==> config.mk <==
export PLATFORM = sky130hd
export DESIGN_NAME = umi_gdr_front
export DESIGN_NICKNAME = d
export VERILOG_FILES = /design/src/umi_gdr_pkg.sv /design/src/umi_gdr_front.sv
export SDC_FILE = /design/constraint.sdc
export NUM_CORES = 1
export LEC_CHECK = 0
export ABC_AREA = 1
export BUFFER_PORTS_ARGS = -buffer_cell sky130_fd_sc_hd__buf_2
export CAP_MARGIN = 15
export CELL_PAD_IN_SITES_DETAIL_PLACEMENT = 1
export CELL_PAD_IN_SITES_GLOBAL_PLACEMENT = 1
export CORE_MARGIN = 8
export CORE_UTILIZATION = 35
export DETAILED_ROUTE_END_ITERATION = 8
export PLACE_DENSITY = 0.79
export SYNTH_ARGS = -nofsm -noshare
export SYNTH_HDL_FRONTEND = slang
export SYNTH_SLANG_ARGS = --single-unit
==> constraint.sdc <==
create_clock -name clk -period 2.2 [get_ports clk]
set_input_delay 0.11 -clock clk [delete_from_list [all_inputs] [get_ports clk]]
set_output_delay 0.11 -clock clk [all_outputs]
set_load 0.005 [all_outputs]
==> src/umi_gdr_pkg.sv <==
// ----------------------------------------------------------------------------
// UMI group dedup package
// Shared constants, entry type, operation codes and back-end states.
// ----------------------------------------------------------------------------
`default_nettype none

package umi_gdr_pkg;

	localparam int GROUP_DEPTH_DEF = 1024;
	localparam int LEN_W           = 11;
	localparam int COUNT_W         = 16;
	localparam int QUEUE_DEPTH     = 4;

	localparam logic OP_RECORD = 1'b0;
	localparam logic OP_FLUSH  = 1'b1;

	localparam logic signed [LEN_W-1:0] LEN_NONE = -11'sd1;

	typedef struct packed {
		logic [31:0]              cluster;
		logic [15:0]              flags;
		logic [31:0]              id;
		logic signed [LEN_W-1:0]  len;
	} entry_t;

	typedef enum logic [2:0] {
		BK_IDLE,
		BK_WALK,
		BK_DRAIN,
		BK_DIV,
		BK_OUT
	} back_state_t;

endpackage

`default_nettype wire

==> src/umi_gdr_front.sv <==
// ----------------------------------------------------------------------------
// UMI group dedup front
// Accepts records, tracks the open group and queues store writes and emits.
// ----------------------------------------------------------------------------
`default_nettype none

module umi_gdr_front #(
	parameter int GROUP_DEPTH = umi_gdr_pkg::GROUP_DEPTH_DEF,
	parameter int CMD_W       = 8
) (
	input  wire logic                                clk,
	input  wire logic                                arst_n,
	input  wire logic                                in_valid,
	output logic                                     in_ready,
	input  wire logic                                operation,
	input  wire logic [63:0]                         umi_key,
	input  wire logic [10:0]                         priority_bits,
	input  wire logic [15:0]                         status_flags,
	input  wire logic [31:0]                         cluster_number,
	input  wire logic signed [umi_gdr_pkg::LEN_W-1:0] polya_length,
	input  wire logic [31:0]                         record_id,
	output logic                                     q_push,
	output logic [CMD_W-1:0]                         q_data,
	input  wire logic                                q_full
);
	import umi_gdr_pkg::*;

	localparam int AW = $clog2(GROUP_DEPTH);
	localparam int NW = $clog2(GROUP_DEPTH + 1);
	localparam int SW = LEN_W + AW;

	typedef struct packed {
		logic                  emit;
		logic [NW-1:0]         n;
		logic signed [SW-1:0]  sum;
		logic [COUNT_W-1:0]    count;
		logic                  ovf;
		logic                  wr;
		logic [AW-1:0]         addr;
		entry_t                ent;
	} cmd_t;

	logic                 grp_valid_q;
	logic [63:0]          key_q;
	logic [10:0]          best_q;
	logic [COUNT_W-1:0]   count_q;
	logic [NW-1:0]        stored_q;
	logic signed [SW-1:0] sum_q;
	logic                 ovf_q;

	logic   accept, is_flush, key_change, open_new, cont, higher, equal, equal_ok;
	cmd_t   cmd;
	entry_t ent;

	assign in_ready   = !q_full;
	assign accept     = in_valid && in_ready;
	assign is_flush   = (operation == OP_FLUSH);
	assign key_change = grp_valid_q && (umi_key != key_q);
	assign open_new   = !is_flush && (!grp_valid_q || key_change);
	assign cont       = !is_flush && grp_valid_q && !key_change;
	assign higher     = cont && ((priority_bits > best_q) || (stored_q == '0));
	assign equal      = cont && !higher && (priority_bits == best_q);
	assign equal_ok   = equal && (stored_q < NW'(GROUP_DEPTH));

	always_comb begin
		ent.cluster = cluster_number;
		ent.flags   = status_flags;
		ent.id      = record_id;
		ent.len     = polya_length;
		cmd.emit    = grp_valid_q && (is_flush || key_change);
		cmd.n       = stored_q;
		cmd.sum     = sum_q;
		cmd.count   = count_q;
		cmd.ovf     = ovf_q;
		cmd.wr      = open_new || higher || equal_ok;
		cmd.addr    = equal_ok ? stored_q[AW-1:0] : '0;
		cmd.ent     = ent;
	end

	assign q_push = accept && (cmd.emit || cmd.wr);
	assign q_data = cmd;

	always_ff @(posedge clk or negedge arst_n) begin
		if (!arst_n) begin
			grp_valid_q <= 1'b0;
			key_q       <= '0;
			best_q      <= '0;
			count_q     <= '0;
			stored_q    <= '0;
			sum_q       <= '0;
			ovf_q       <= 1'b0;
		end else if (accept) begin
			if (is_flush) begin
				grp_valid_q <= 1'b0;
				best_q      <= '0;
				count_q     <= '0;
				stored_q    <= '0;
				sum_q       <= '0;
				ovf_q       <= 1'b0;
			end else if (open_new) begin
				grp_valid_q <= 1'b1;
				key_q       <= umi_key;
				count_q     <= COUNT_W'(1);
				stored_q    <= NW'(1);
				sum_q       <= SW'(polya_length);
				best_q      <= priority_bits;
				ovf_q       <= 1'b0;
			end else begin
				if (count_q != '1) count_q <= count_q + 1'b1;
				if (higher) begin
					stored_q <= NW'(1);
					sum_q    <= SW'(polya_length);
					best_q   <= priority_bits;
					ovf_q    <= 1'b0;
				end else if (equal_ok) begin
					stored_q <= stored_q + 1'b1;
					sum_q    <= sum_q + SW'(polya_length);
				end else if (equal) begin
					ovf_q <= 1'b1;
				end
			end
		end
	end

endmodule

`default_nettype wire

==> flow_summary.ini <==
[status]
violations = setup timing
outcome = finished, violations left

[layout]
multi_input_area_sq_um = 3142
regArea_sq_um = 2177
area_delta_synth_final_pct = 20.32
fin_nets = 1265
layout-drive-gt1-share = 0.1364
layout.cells.non_filler = 1310
antennaDiodeCount = 0
fill_cells = 2348

[logic_synthesis]
yosys_warnings = 0
synth_top_cells_by_area = dfrtp_1, nand2_1, inv_1
synth_fp_nets = 1183
synth_cells = 999
synth_seq_cells = 87
post-synth-top-area-cell = dfrtp_1
synth-xor-area-share = 0.02026
yosys.area_share.simple = 0.4312
synth_area_sq_um = 6053
seq_area_frac_synth = 0.3597
synth_compound_area_frac = 0.01943
synth_top_family_by_area = simple AND/OR/NAND/NOR gates
synth_area_per_cell_sq_um = 6.059
synth_fa_ha_area_frac = 0.02687
netlist.area_leader.share = 0.3597
muxShareOfSynthArea = 0
synth.distinct_cells = 22

[grt]
use_met1 = 0.1955
antenna_found_initial = 3
met3_usage = 0.04433
grt_max_degree = 65
grt-ovfl-total = 0
grt_pass1_wl_mm = 29.83
grt_pass1_vias = 6397
top_usage_layer = met2
track_usage = 0.1660
grtUsageMet2 = 0.2913

[worst_setup_path]
end_kind = register
crit_required_ns = 2.48
crit_arrival_ns = 2.60
start_kind = register
rr_worst_depth = 12
path_max_fanout = 5
path_class = register to register

[sta]
setup_viol_count_final = 13
hold_viol = 0
min_period_ns = 2.318
skew_ns = 0.005574
period_share = 1.054
rsz0062_at_grt = yes
setup_ws_ns = -0.1182
relSlewSlack = 0.6752
worst_slew_pin_slew_ns = 0.4872
fmax_mhz = 431.4
finalMaxSlewViolations = 0

[die]
start_util = 0.3537
die_w_um = 147.5
dieHeight_um = 147.5
core_area_sq_um = 17120
io_pins = 181
rows = 48
dieArea_sq_um = 21760

[flow_run]
cap_violations = 0

[power]
power.leakage_uw = 0.004376
finalPower_uw = 4948
powerDensity_nw_per_um2 = 679.4
vdd_drop_max_v = 0.0003866

[clocking]
clockBufferDepth = 2
cts_buffers = 9
cts_tree = built
cts_root_buffer = clkbuf_16
cts-htree-levels = 3
clkLatencyLatePin_ns = 0.35
cts_sinks = 87
clk_pin_slew_ns = 0.06

[route]
drc_errors = 0
wire_per_inst_um = 13.73
vias = 6113
first_iter_violations = 205
viasPerCell = 4.666
firstDrtPassIters = 4
ant_nets = 0
routed_wl_mm = 17.99

[hold_path]
hold-path-cell-count = 3
hold_path_class = input port to register

[placed_design]
dpl.hpwl_mm = 12.70
dp_cells = 1287
pre_cts_ws_ns = -0.06924
port_buffers = 81
gp_congestion = 0.7860
[where the power goes]
part | switching, uW | leakage (uW) | total, uW | internal (uW)
Sequential | 165 | 0.00111 | 1980 | 1810
Combinational | 735 | 0.00311 | 1200 | 461
Clock | 669 | 0.000160 | 1770 | 1100
[Yosys cell counts]
| cell | n |
|---|---|
| nor3_1 | 2 |
| buf_4 | 11 |
| buf_6 | 3 |
| buf_1 | 4 |
| clkinv_1 | 2 |
| nor2_1 | 112 |
| xnor2_1 | 6 |
| nand2_1 | 437 |
| o21ai_0 | 15 |
| dfrtp_1 | 87 |
| clkbuf_1 | 9 |
| xor2_1 | 8 |
| inv_1 | 172 |
| a21oi_1 | 6 |
| nand3b_1 | 2 |
| nand4_1 | 22 |
| nor4_1 | 1 |
| o21ai_1 | 1 |
| nand3_1 | 76 |
| ha_1 | 13 |
| o21a_1 | 1 |
| buf_2 | 9 |
[layout make-up]
type,count,share of cell area
Inverter,174,0.08968
Timing Repair Buffer,107,0.09638
Clock buffer,11,0.03195
Tap cell,225,0.03865
Sequential cell,87,0.2989
Clock inverter,4,0.01306
Multi-Input combinational cell,702,0.4314
[sequential cells by signal (all words and copies together), names as in the netlist]
name and cells:
stored_q 11, best_q 11, key_q 64, grp_valid_q 1
[repair_timing]
item | in CTS | in global routing
hold endpoints to repair | 23 | 0
hold buffers | 1 | 0
setup buffers | 3 | 4
pin swaps | 6 | 6
cloned | 0 | 3
resized for setup | 11 | 31
setup endpoints to repair | 23 | 88
[cells by family after synthesis]
group                      count (synthesis)
and+or+nand+nor                          652
buffers and inverters                    210
DFF                                       87
AOI/OAI and AO/OA                         23
xor gates and xnor gates                  14
adders and majority gates                 13
[through the flow]
stage	area [sq um]	hold WS, ns	utilization	TNS (ns)
after floorplan	6053	-0.1856	-	0
after global routing	7283	0.02075	0.4255	-3.587
final	7283	0.01663	0.4255	-0.9326
after detailed placement	6728	0.04459	0.3931	-1.040
after global placement	6728	0.04435	0.3931	0
after CTS	7123	0.004162	0.4162	-0.2254
[cells in the final DEF, fill, tap and decap left out, drive strengths merged]
master       instances
inv                173
o21a                 1
clkbuf              13
nand4               22
xnor2                6
clkinv               2
dfrtp               87
nand2              437
buf                104
nor2               112
nor4                 1
nand3b               2
nor3                 2
dlygate4sd3          1
a21oi                6
nand3               76
bufinv               3
ha                  13
o21ai               16
xor2                 8
[final timing paths]
path | from | endpoint | slack [ns]
max | best_q[9] | best_q[9] | -0.12
min | umi_key[10] | key_q[10] | 0.02
max reg2reg | best_q[9] | best_q[9] | -0.12
min reg2reg | best_q[3] | best_q[3] | 0.49
max in group asynchronous | arst_n | key_q[49] | 1.32
min in group asynchronous | arst_n | key_q[8] | 0.20
[critical path, stage by stage (launching register included)]
cell and delay [ns]:
dfrtp_1 0.36, inv_1 0.08, ha_4 0.28, nand4_1 0.13, nor2_2 0.15, nand4_1 0.14, a21oi_2 0.24, buf_4 0.17
nand4_1 0.19, nand2_4 0.20, clkbuf_16 0.17, nand2_1 0.06, o21ai_1 0.08
[layer usage]
metal	share of wire	vias to the layer above
met1	0.46	2883
met2	0.49	72
met3	0.038	19
met4	0.0093	6
met5	0.0019	-
li1	-	3133
Power figures use the tool's default switching activity.
