`src/umi_gdr_pkg.sv`:
```
// ----------------------------------------------------------------------------
// UMI group dedup package
// Shared constants, entry type, operation codes and back-end states.
// ----------------------------------------------------------------------------
`default_nettype none

package umi_gdr_pkg;

	localparam int GROUP_DEPTH_DEF = 1024;
	localparam int LEN_W           = 11;
	localparam int COUNT_W         = 16;
	localparam int QUEUE_DEPTH     = 4;

	localparam logic OP_RECORD = 1'b0;
	localparam logic OP_FLUSH  = 1'b1;

	localparam logic signed [LEN_W-1:0] LEN_NONE = -11'sd1;

	typedef struct packed {
		logic [31:0]              cluster;
		logic [15:0]              flags;
		logic [31:0]              id;
		logic signed [LEN_W-1:0]  len;
	} entry_t;

	typedef enum logic [2:0] {
		BK_IDLE,
		BK_WALK,
		BK_DRAIN,
		BK_DIV,
		BK_OUT
	} back_state_t;

endpackage

`default_nettype wire

```
`src/umi_gdr_queue.sv`:
```
// ----------------------------------------------------------------------------
// UMI group dedup command queue
// Small register FIFO between the classifying front and the emitting back.
// ----------------------------------------------------------------------------
`default_nettype none

module umi_gdr_queue #(
	parameter int W     = 8,
	parameter int DEPTH = umi_gdr_pkg::QUEUE_DEPTH
) (
	input  wire logic         clk,
	input  wire logic         arst_n,
	input  wire logic         push,
	input  wire logic [W-1:0] push_data,
	input  wire logic         pop,
	output logic [W-1:0]      head,
	output logic              full,
	output logic              empty
);
	import umi_gdr_pkg::*;

	localparam int PW = $clog2(DEPTH);
	localparam int CW = $clog2(DEPTH + 1);

	logic [W-1:0]  slot_q [DEPTH];
	logic [PW-1:0] wptr_q;
	logic [PW-1:0] rptr_q;
	logic [CW-1:0] cnt_q;

	assign full  = (cnt_q == CW'(DEPTH));
	assign empty = (cnt_q == '0);
	assign head  = slot_q[rptr_q];

	always_ff @(posedge clk) begin
		if (push) begin
			slot_q[wptr_q] <= push_data;
		end
	end

	always_ff @(posedge clk or negedge arst_n) begin
		if (!arst_n) begin
			wptr_q <= '0;
			rptr_q <= '0;
			cnt_q  <= '0;
		end else begin
			if (push) wptr_q <= wptr_q + 1'b1;
			if (pop)  rptr_q <= rptr_q + 1'b1;
			if (push && !pop)      cnt_q <= cnt_q + 1'b1;
			else if (pop && !push) cnt_q <= cnt_q - 1'b1;
		end
	end

endmodule

`default_nettype wire

```
`config.mk`:
```
export PLATFORM = sky130hd
export DESIGN_NAME = umi_gdr_queue
export DESIGN_NICKNAME = d
export VERILOG_FILES = /design/src/umi_gdr_pkg.sv /design/src/umi_gdr_queue.sv
export SDC_FILE = /design/constraint.sdc
export NUM_CORES = 1
export LEC_CHECK = 0
export ABC_AREA = 1
export BUFFER_PORTS_ARGS = -buffer_cell sky130_fd_sc_hd__buf_4
export CORE_ASPECT_RATIO = 1.2
export CORE_UTILIZATION = 45
export CTS_BUF_LIST = sky130_fd_sc_hd__clkbuf_4 sky130_fd_sc_hd__clkbuf_8 sky130_fd_sc_hd__clkbuf_16
export DETAILED_ROUTE_END_ITERATION = 10
export GPL_TIMING_DRIVEN = 0
export PLACE_DENSITY = 0.76
export SYNTH_ARGS = -nofsm -noshare
export SYNTH_HDL_FRONTEND = slang
export SYNTH_SLANG_ARGS = --single-unit
```
`constraint.sdc`:
```
create_clock -name clk -period 1.51 [get_ports clk]
set_clock_uncertainty 0.2 [all_clocks]
set_input_delay 0.3775 -clock clk [delete_from_list [all_inputs] [get_ports clk]]
set_output_delay 0.3775 -clock clk [all_outputs]
set_load 0.02 [all_outputs]
```
==> results of run 1 <==
registers in the layout, summed over array words and instances (netlist names):
name and cells:
cnt_q 3, rptr_q 2, slot_q 32, wptr_q 2
Yosys cell counts:
library cell  instances
ha_1                  5
inv_4                 1
dfrtp_1               7
o211ai_2              1
nand4_1               1
o211ai_1             15
clkbuf_2              1
o21ai_1               1
fa_1                  1
edfxtp_1             32
inv_1                27
xor2_1                3
nor3_1                2
nand2_1              37
buf_2                 1
nand3_1               1
xnor2_1               1
buf_6                 4
per-layer routing:
layer	wire length [µm]	share of wire, %	up-vias
met5	0	0	-
met4	68	2.1	0
met3	151	4.6	7
met2	1850	57	27
met1	1190	36	536
li1	-	-	542
timing repair:
action / 4_1_cts / 5_1_grt
cloned: 0 / 2
endpoints found under the hold margin: 7 / 0
hold buffers: 1 / 0
resized for setup: 22 / 8
setup endpoints to repair: 34 / 44
setup buffers: 5 / 2
pin swaps: 15 / 14
stage by stage:
step / setup TNS [ns] / power, W
finish: -3.49 / 0.00450
global route: -4.15 / 0.00478
CTS: -3.46 / 0.00431
detailed placement: -2.95 / 0.00331
global placement: -1.44 / 0.00319
floorplan: -0.0101 / 0.00267
critical path: cells and delay by family, from the launching register on:
kind	cells	cell delay, ns
compound gates	1	0.18
buf+inv	3	0.44
flops	1	0.38
simple gates	1	0.09
power breakdown:
part	total (W)	internal (W)	leakage [nW]	switching, W
Clock	0.000669	0.000359	0.0491	0.000310
Combinational	0.00225	0.00107	0.525	0.00118
Sequential	0.00158	0.00145	0.374	0.000134
kinds of logic after synthesis:
logic type,after synthesis
and+or+nand+nor,41
DFF,39
buffers and inverters,34
AOI/OAI and AO/OA,17
adders and majority gates,6
xor gates and xnor gates,4
cell type report:
cell class,instances,area share (%)
clock inverters,1,0.225
flip-flops and latches,39,51.4
inverters,28,5.36
clock buffers,7,3.78
repair buffers,31,13.7
plain buffers,6,2.93
multi-input cells,68,19.7
well taps,52,2.93
path summary, 6_finish.rpt:
path / to / slack [ns] / cells past startpoint
max in group asynchronous: cnt_q[0]$_DFFE_PN0P_ / 0.74 / 2
max reg2reg: cnt_q[2]$_DFFE_PN0P_ / -0.04 / 7
min in group asynchronous: wptr_q[1]$_DFFE_PN0P_ / 0.23 / 2
max: head[2] / -0.42 / 5
min reg2reg: cnt_q[2]$_DFFE_PN0P_ / 0.38 / 2
min: rptr_q[0]$_DFFE_PN0P_ / 0.1 / 2
==> impl_metrics.json, run 1 <==
{
  "outcome": "finished, violations left",
  "failed_checks": "setup timing",
  "hold_violations": 0,
  "gp_congestion": 0.774,
  "nets": 197,
  "yosysWarnings": 0,
  "crit_arrival_ns": 1.35,
  "synth-seq-cells": 39,
  "wire_per_inst_um": 14.0,
  "hold_path.class": "primary input to register",
  "diodes": 0,
  "initial_utilization_pct": 47.0,
  "crit_start": "rptr_q[0]$_DFFE_PN0P_",
  "final_cell_mix": "edfxtp_1, nand2_1, inv_1, buf_4, o211ai_1",
  "crit_type": "register to output pin",
  "yosysUniqueCellTypes": 18,
  "worstPathCellList": "buf_6 > buf_6 > o211ai_1 > nand2_1 > buf_6",
  "yosys.area_share.simple_pct": 9.38,
  "area_growth_pct": 30.1,
  "drv_cap": 0,
  "fin_hold_ws_ns": 0.0951,
  "synthesis.area_um2": 1710,
  "path_clk_slew_ns": 0.06,
  "cts_buffers": 5,
  "period_minus_slack_ns": 1.93,
  "yosysSeqAreaShare_pct": 66.6,
  "detail_route.iter0.violations": 29,
  "slowest_stage": "dfrtp_1",
  "die_area_um2": 4040,
  "synth_xor_area_share_pct": 2.05,
  "first_global_vias": 1089,
  "grt_pass1_wl_um": 5020,
  "die_x_um": 58.2,
  "clkLatencyLatePin_ns": 0.28,
  "cp-start-kind": "register",
  "portBuffers": 21,
  "setup_viol": 11,
  "fin_ws_ns": -0.422,
  "rows": 24,
  "synth_nets": 159,
  "top_usage_layer": "met2",
  "wirelength_um": 3260,
  "avgViaCountPerCell": 4.79,
  "yosysTopAreaCell": "edfxtp_1",
  "grt_util_met2_pct": 31.5,
  "tightestPinTransition_ns": 0.369,
  "grt_remaining_overflow": 0,
  "track_usage_pct": 17.6,
  "avgSynthCellArea_um2": 12.1,
  "post-place-ws_ns": -0.231,
  "rsz0062_at_grt": "true",
  "htreeDepth": 2,
  "worst-path-max-fanout": 10,
  "synthCells": 141,
  "root_buffer": "clkbuf_8",
  "multi_input_area_um2": 438,
  "min_from": "pop",
  "vias": 1112,
  "io_pins": 22,
  "cp-end-kind": "output pin",
  "drv_slew": 0,
  "die_h_um": 69.5,
  "irDropWorstVdd_mv": 1.09,
  "dp.cells": 214,
  "post-route-period-util_pct": 128,
  "layout_commonest_cell": "edfxtp_1",
  "synthTopCellsByArea": "edfxtp_1, dfrtp_1, nand2_1",
  "placed_area_um2": 1930,
  "synth_adder_area_share_pct": 4.84,
  "synth.top_cell.area_share_pct": 56.3,
  "design_area_um2": 2220,
  "synth_compound_area_share_pct": 7.62,
  "slew_headroom_pct": 75.4,
  "p_leak_nw": 0.948,
  "coreArea_um2": 3630,
  "grt_use_met3_pct": 5.04,
  "drt_first_pass_iters": 4,
  "rr_startpoint": "cnt_q[1]$_DFFE_PN0P_",
  "grtUsageMet1_pct": 19.0,
  "drc": 0,
  "final_core_util_pct": 61.1,
  "crit_path_frequent_cell": "buf_6",
  "clock_path_buffers": 2,
  "drive_gt1_share_pct": 36.1,
  "cts_tree": "yes",
  "grt_max_degree": 12,
  "cellPowerDensity_nw_per_um2": 2030,
  "post-dp-hpwl_um": 2130,
  "worstPathRequired_ns": 0.93,
  "fillers": 288,
  "max_freq_mhz": 517,
  "cpPeakStageDelay_ns": 0.38,
  "synth.area.mux_share_pct": 0,
  "final_cells": 232,
  "antenna_found_initial": 0,
  "cts.sinks": 39,
  "ant_nets": 0,
  "synth_top_family_by_area": "buffers and inverters",
  "ff_latch_area_um2": 1140
}
No activity file was read; power rests on OpenSTA's default activity.
==> run 2: changes to the inputs <==
- CAP_MARGIN: not set -> 30
- SETUP_SLACK_MARGIN: not set -> 0.15
==> impl_metrics.json, run 2 (synthesized netlist as in run 1, its figures left out) <==
{
  "p_clk_share_pct": 17.1,
  "layout_commonest_cell": "edfxtp_1",
  "design_area_um2": 2350,
  "wirelength_um": 3370,
  "antenna_found_initial": 0,
  "ant_nets": 0,
  "fin_hold_ws_ns": 0.0826,
  "cpPeakStageDelay_ns": 0.38,
  "diodes": 0,
  "pwr-share-seq_pct": 33.9,
  "placed_area_um2": 2000,
  "final_core_util_pct": 64.7,
  "first_global_vias": 1159,
  "crit_type": "register to output pin",
  "vias": 1124,
  "combPwrFrac_pct": 49.0,
  "grt_remaining_overflow": 0,
  "htreeDepth": 2,
  "max_freq_mhz": 513,
  "worstPathCellList": "buf_6 > buf_8 > o211ai_1 > nand2_2 > buf_6",
  "largest_reg_flops": 32,
  "gp_congestion": 0.800,
  "slew_headroom_pct": 81.3,
  "tightestPinTransition_ns": 0.281,
  "drive_gt1_share_pct": 45.0,
  "final_cell_mix": "edfxtp_1, nand2_1, buf_4, inv_1, o211ai_1",
  "cts_buffers": 5,
  "power.switching_w": 0.00180,
  "clkLatencyLatePin_ns": 0.28,
  "io_pins": 22,
  "drt_first_pass_iters": 4,
  "path_clk_slew_ns": 0.08,
  "drv_cap": 0,
  "post-dp-hpwl_um": 2190,
  "slowest_stage": "dfrtp_1",
  "coreArea_um2": 3630,
  "p_sw_share_pct": 37.1,
  "rows": 24,
  "grt_max_degree": 13,
  "die_h_um": 69.5,
  "p_leak_nw": 0.972,
  "outcome": "finished, violations left",
  "irDropWorstVdd_mv": 1.13,
  "grt_pass1_wl_um": 5510,
  "avgViaCountPerCell": 4.84,
  "crit_path_frequent_cell": "buf_6",
  "worstPathRequired_ns": 0.93,
  "intPower_w": 0.00304,
  "hold_violations": 0,
  "drv_slew": 0,
  "drc": 0,
  "top_regs": "slot_q (32), cnt_q (3)",
  "root_buffer": "clkbuf_8",
  "hold_path.class": "primary input to register",
  "die_area_um2": 4040,
  "failed_checks": "setup timing",
  "cts_tree": "yes",
  "initial_utilization_pct": 47.0,
  "portBuffers": 21,
  "post-route-period-util_pct": 129,
  "setup_viol": 16,
  "track_usage_pct": 19.4,
  "crit_arrival_ns": 1.37,
  "worst-path-max-fanout": 10,
  "area_growth_pct": 37.8,
  "fin_ws_ns": -0.439,
  "cellPowerDensity_nw_per_um2": 2060,
  "regMostFlops": "slot_q",
  "cts.sinks": 39,
  "die_x_um": 58.2,
  "period_minus_slack_ns": 1.95,
  "detail_route.iter0.violations": 21,
  "rsz0062_at_grt": "true",
  "wire_per_inst_um": 14.5,
  "clock_path_buffers": 2,
  "p_total_w": 0.00484,
  "cp-start-kind": "register",
  "nets": 197,
  "cp-end-kind": "output pin"
}
==> run 2: changes by cell type in the layout (fill, tap and decap cells not counted), sizes merged <==
cell | before | now
buf | 32 | 35
bufinv | 0 | 1
clkbuf | 11 | 6
clkinv | 1 | 2
==> run 2: power groups by stage <==
stage / combinational [W] / sequential [W] / clock [W]
floorplan: 0.00121 / 0.00159 / 0
CTS: 0.00230 / 0.00163 / 0.000839
finish: 0.00237 / 0.00164 / 0.000826
global route: 0.00256 / 0.00167 / 0.000893
detailed placement: 0.00181 / 0.00162 / 0
global placement: 0.00173 / 0.00160 / 0
==> run 2: area by class of cell <==
type                            instances  area (µm²)
Buffer                                  6        62.6
Clock buffer                            5        68.8
Clock inverter                          3        38.8
Fill cell                             261        1280
Inverter                               28         144
Multi-Input combinational cell         68         553
Sequential cell                        39        1140
Tap cell                               52        65.1
Timing Repair Buffer                   31         277
==> run 2: final timing paths <==
kind	from	end	slack, ns	depth (start not counted)
worst max-delay path	rptr_q[0]$_DFFE_PN0P_	head[2]	-0.44	5
worst min-delay path	push_data[6]	slot_q[1][6]$_DFFE_PP_	0.08	1
worst max register to register	cnt_q[1]$_DFFE_PN0P_	cnt_q[2]$_DFFE_PN0P_	-0.04	6
worst min register to register	cnt_q[2]$_DFFE_PN0P_	cnt_q[2]$_DFFE_PN0P_	0.35	2
max in group asynchronous	arst_n	wptr_q[1]$_DFFE_PN0P_	0.73	2
min in group asynchronous	arst_n	rptr_q[0]$_DFFE_PN0P_	0.24	2
==> run 2: worst max-delay path: cells and delay by family (launching register included) <==
family	cells	cell delay [ns]
AND/OR/NAND/NOR	1	0.09
flip-flops	1	0.38
buffers and inverters	3	0.41
AO/OA/AOI/OAI	1	0.21
==> run 2: repair_timing <==
item / 4_1_cts / 5_1_grt
hold buffers: 1 / 0
setup endpoints to repair: 44 / 44
setup buffers: 7 / 2
gates resized for setup: 43 / 6
endpoints found under the hold margin: 7 / 0
pin swaps: 9 / 5
==> run 2: per-stage QoR <==
| stage | cells | setup slack (ns) | setup TNS [ns] |
|---|---|---|---|
| after CTS | 230 | -0.459 | -3.79 |
| after global routing | 232 | -0.515 | -4.66 |
| after floorplan | 141 | 0.0285 | 0 |
| final | 232 | -0.439 | -3.67 |
| after global placement | 214 | -0.129 | -2.44 |
| after detailed placement | 214 | -0.173 | -3.24 |
==> run 2: metal layers <==
layer  GRT usage [%]  part of all wire [%]  vias to the layer above
met2            33.2                    57                       18
met1            23.1                    40                      558
met3            5.04                   2.6                        4
met5               0                     0                        -
met4            7.14                  0.92                        0
li1                -                     -                      544
==> run 3: changes to the inputs <==
- ABC_AREA: 1 -> not set
- HOLD_SLACK_MARGIN: not set -> 0.15
==> impl_metrics.json, run 3 <==
{
  "first_global_vias": 874,
  "grt_max_degree": 12,
  "p_clk_share_pct": 13.6,
  "nets": 141,
  "crit_arrival_ns": 1.55,
  "yosysUniqueCellTypes": 17,
  "grt_use_met3_pct": 6.46,
  "crit_type": "register to output pin",
  "netlist_top_cells_count": "edfxtp_1, mux4_2, dfrtp_1, ha_1",
  "yosysTopAreaCell": "edfxtp_1",
  "track_usage_pct": 16.6,
  "pwr-share-seq_pct": 41.3,
  "detail_route.iter0.violations": 10,
  "gp_congestion": 0.715,
  "io_pins": 22,
  "die_x_um": 55.5,
  "cts.sinks": 39,
  "cp-start-kind": "register",
  "diodes": 0,
  "largest_reg_flops": 32,
  "power.switching_w": 0.00127,
  "period_minus_slack_ns": 2.13,
  "coreArea_um2": 3170,
  "htreeDepth": 2,
  "synth.top_cell.area_share_pct": 62.1,
  "outcome": "finished, violations left",
  "intPower_w": 0.00265,
  "wirelength_um": 2600,
  "yosysWarnings": 0,
  "final_core_util_pct": 67.7,
  "grt_util_met2_pct": 28.5,
  "yosysSeqAreaShare_pct": 73.4,
  "synthesis.area_um2": 1550,
  "cellPowerDensity_nw_per_um2": 1830,
  "synth_edf_count": 32,
  "synth-main-ff-cell": "edfxtp_1",
  "clkLatencyLatePin_ns": 0.33,
  "fin_ws_ns": -0.619,
  "cp-end-kind": "output pin",
  "regMostFlops": "slot_q",
  "fillers": 217,
  "grt_pass1_wl_um": 4230,
  "clock_path_buffers": 2,
  "area_growth_pct": 38.6,
  "synthCells": 76,
  "yosysMostFrequentCell": "edfxtp_1",
  "drc": 0,
  "top_usage_layer": "met2",
  "hold_violations": 0,
  "synth_nets": 94,
  "final_cells": 160,
  "hold_path.class": "primary input to asynchronous set/reset pin",
  "portBuffers": 21,
  "drive_gt1_share_pct": 53.2,
  "vias": 820,
  "root_buffer": "clkbuf_4",
  "rows": 22,
  "max_freq_mhz": 470,
  "path_clk_slew_ns": 0.10,
  "layout_commonest_cell": "edfxtp_1",
  "drv_slew": 0,
  "wire_per_inst_um": 16.2,
  "async_flop_share_pct": 17.9,
  "grtUsageMet1_pct": 18.7,
  "tightestPinTransition_ns": 0.242,
  "avgViaCountPerCell": 5.13,
  "final_cell_mix": "edfxtp_1, buf_4, buf_6, dlygate4sd3_1, mux4_2",
  "combPwrFrac_pct": 45.2,
  "synthTopCellsByArea": "edfxtp_1, mux4_2, dfrtp_1",
  "fin_hold_ws_ns": 0.170,
  "die_area_um2": 3680,
  "failed_checks": "setup timing",
  "setup_viol": 12,
  "drt_first_pass_iters": 4,
  "slew_headroom_pct": 83.8,
  "dp.cells": 133,
  "synth-seq-cells": 39,
  "cts_tree": "yes",
  "grt_remaining_overflow": 0,
  "drv_cap": 0,
  "initial_utilization_pct": 48.9,
  "post-route-period-util_pct": 141,
  "cts_buffers": 5,
  "ant_nets": 0,
  "worstPathRequired_ns": 0.93,
  "die_h_um": 66.2,
  "rsz0062_at_grt": "true",
  "worst-path-max-fanout": 9,
  "irDropWorstVdd_mv": 1.21,
  "post-dp-hpwl_um": 1560,
  "avgSynthCellArea_um2": 20.4,
  "p_sw_share_pct": 32.4,
  "top_regs": "slot_q (32), cnt_q (3)",
  "p_leak_nw": 0.802,
  "antenna_found_initial": 0
}
run 3: worst max-delay path, stage by stage, from the launching register on:
cell,delay [ns]
dfrtp_1,0.37
buf_8,0.16
mux4_2,0.53
buf_6,0.15
run 3: cell families after synthesis:
family                     share of synthesized area (%)
muxes                                               12.4
buffers and inverters                               2.02
adders and majority gates                           5.34
DFF                                                 73.4
xor gates and xnor gates                            3.40
and+or+nand+nor                                     3.15
AOI/OAI and AO/OA                                  0.323
run 3: final timing paths:
kind	start	end	slack [ns]	cells past startpoint
worst max-delay path	rptr_q[0]$_DFFE_PN0P_	head[2]	-0.62	3
worst min register to register	cnt_q[2]$_DFFE_PN0P_	cnt_q[2]$_DFFE_PN0P_	0.37	1
min in group clk	push	cnt_q[0]$_DFFE_PN0P_	0.22	3
worst max register to register	cnt_q[1]$_DFFE_PN0P_	cnt_q[2]$_DFFE_PN0P_	-0.17	5
worst min-delay path	arst_n	cnt_q[1]$_DFFE_PN0P_	0.17	2
max in group asynchronous	arst_n	wptr_q[0]$_DFFE_PN0P_	0.81	2
run 3: timing repair:
action,4_1_cts,5_1_grt
hold buffers,11,1
gates resized for setup,25,7
gates cloned,0,0
endpoints found under the setup margin,44,44
pin swaps,4,4
buffers inserted,4,3
endpoints found under the hold margin,42,1
run 3: cell type report:
class                   count  area (µm²)  share of cell area (%)
repair buffers             40         383                    17.9
clock inverters             1        5.00                   0.233
clock buffers               7        52.6                    2.45
well taps                  36        45.0                    2.10
plain buffers               2        20.0                   0.933
flip-flops and latches     39        1140                    53.2
multi-input cells          31         472                    22.0
inverters                   4        27.5                    1.28
run 3: per-layer routing:
metal	vias to the layer above	part of all wire (%)
met2	21	54
met5	-	0
met3	7	4.3
met4	0	1.6
li1	382	-
met1	410	40
run 3: stage by stage:
stage | total power (W) | instance area, µm² | setup TNS [ns] | setup WS [ns]
finish | 0.00391 | 2140 | -5.63 | -0.619
global route | 0.00413 | 2140 | -6.58 | -0.709
CTS | 0.00380 | 2080 | -5.71 | -0.637
detailed placement | 0.00295 | 1810 | -2.72 | -0.294
global placement | 0.00290 | 1810 | -2.55 | -0.272
floorplan | 0.00251 | 1610 | -1.11 | -0.121
run 3: power groups by stage:
stage	sequential [W]	clock [W]	combinational, W
floorplan	0.00159	0	0.000920
global placement	0.00160	0	0.00130
detailed placement	0.00162	0	0.00133
CTS	0.00161	0.000538	0.00165
global route	0.00164	0.000600	0.00189
finish	0.00162	0.000531	0.00177
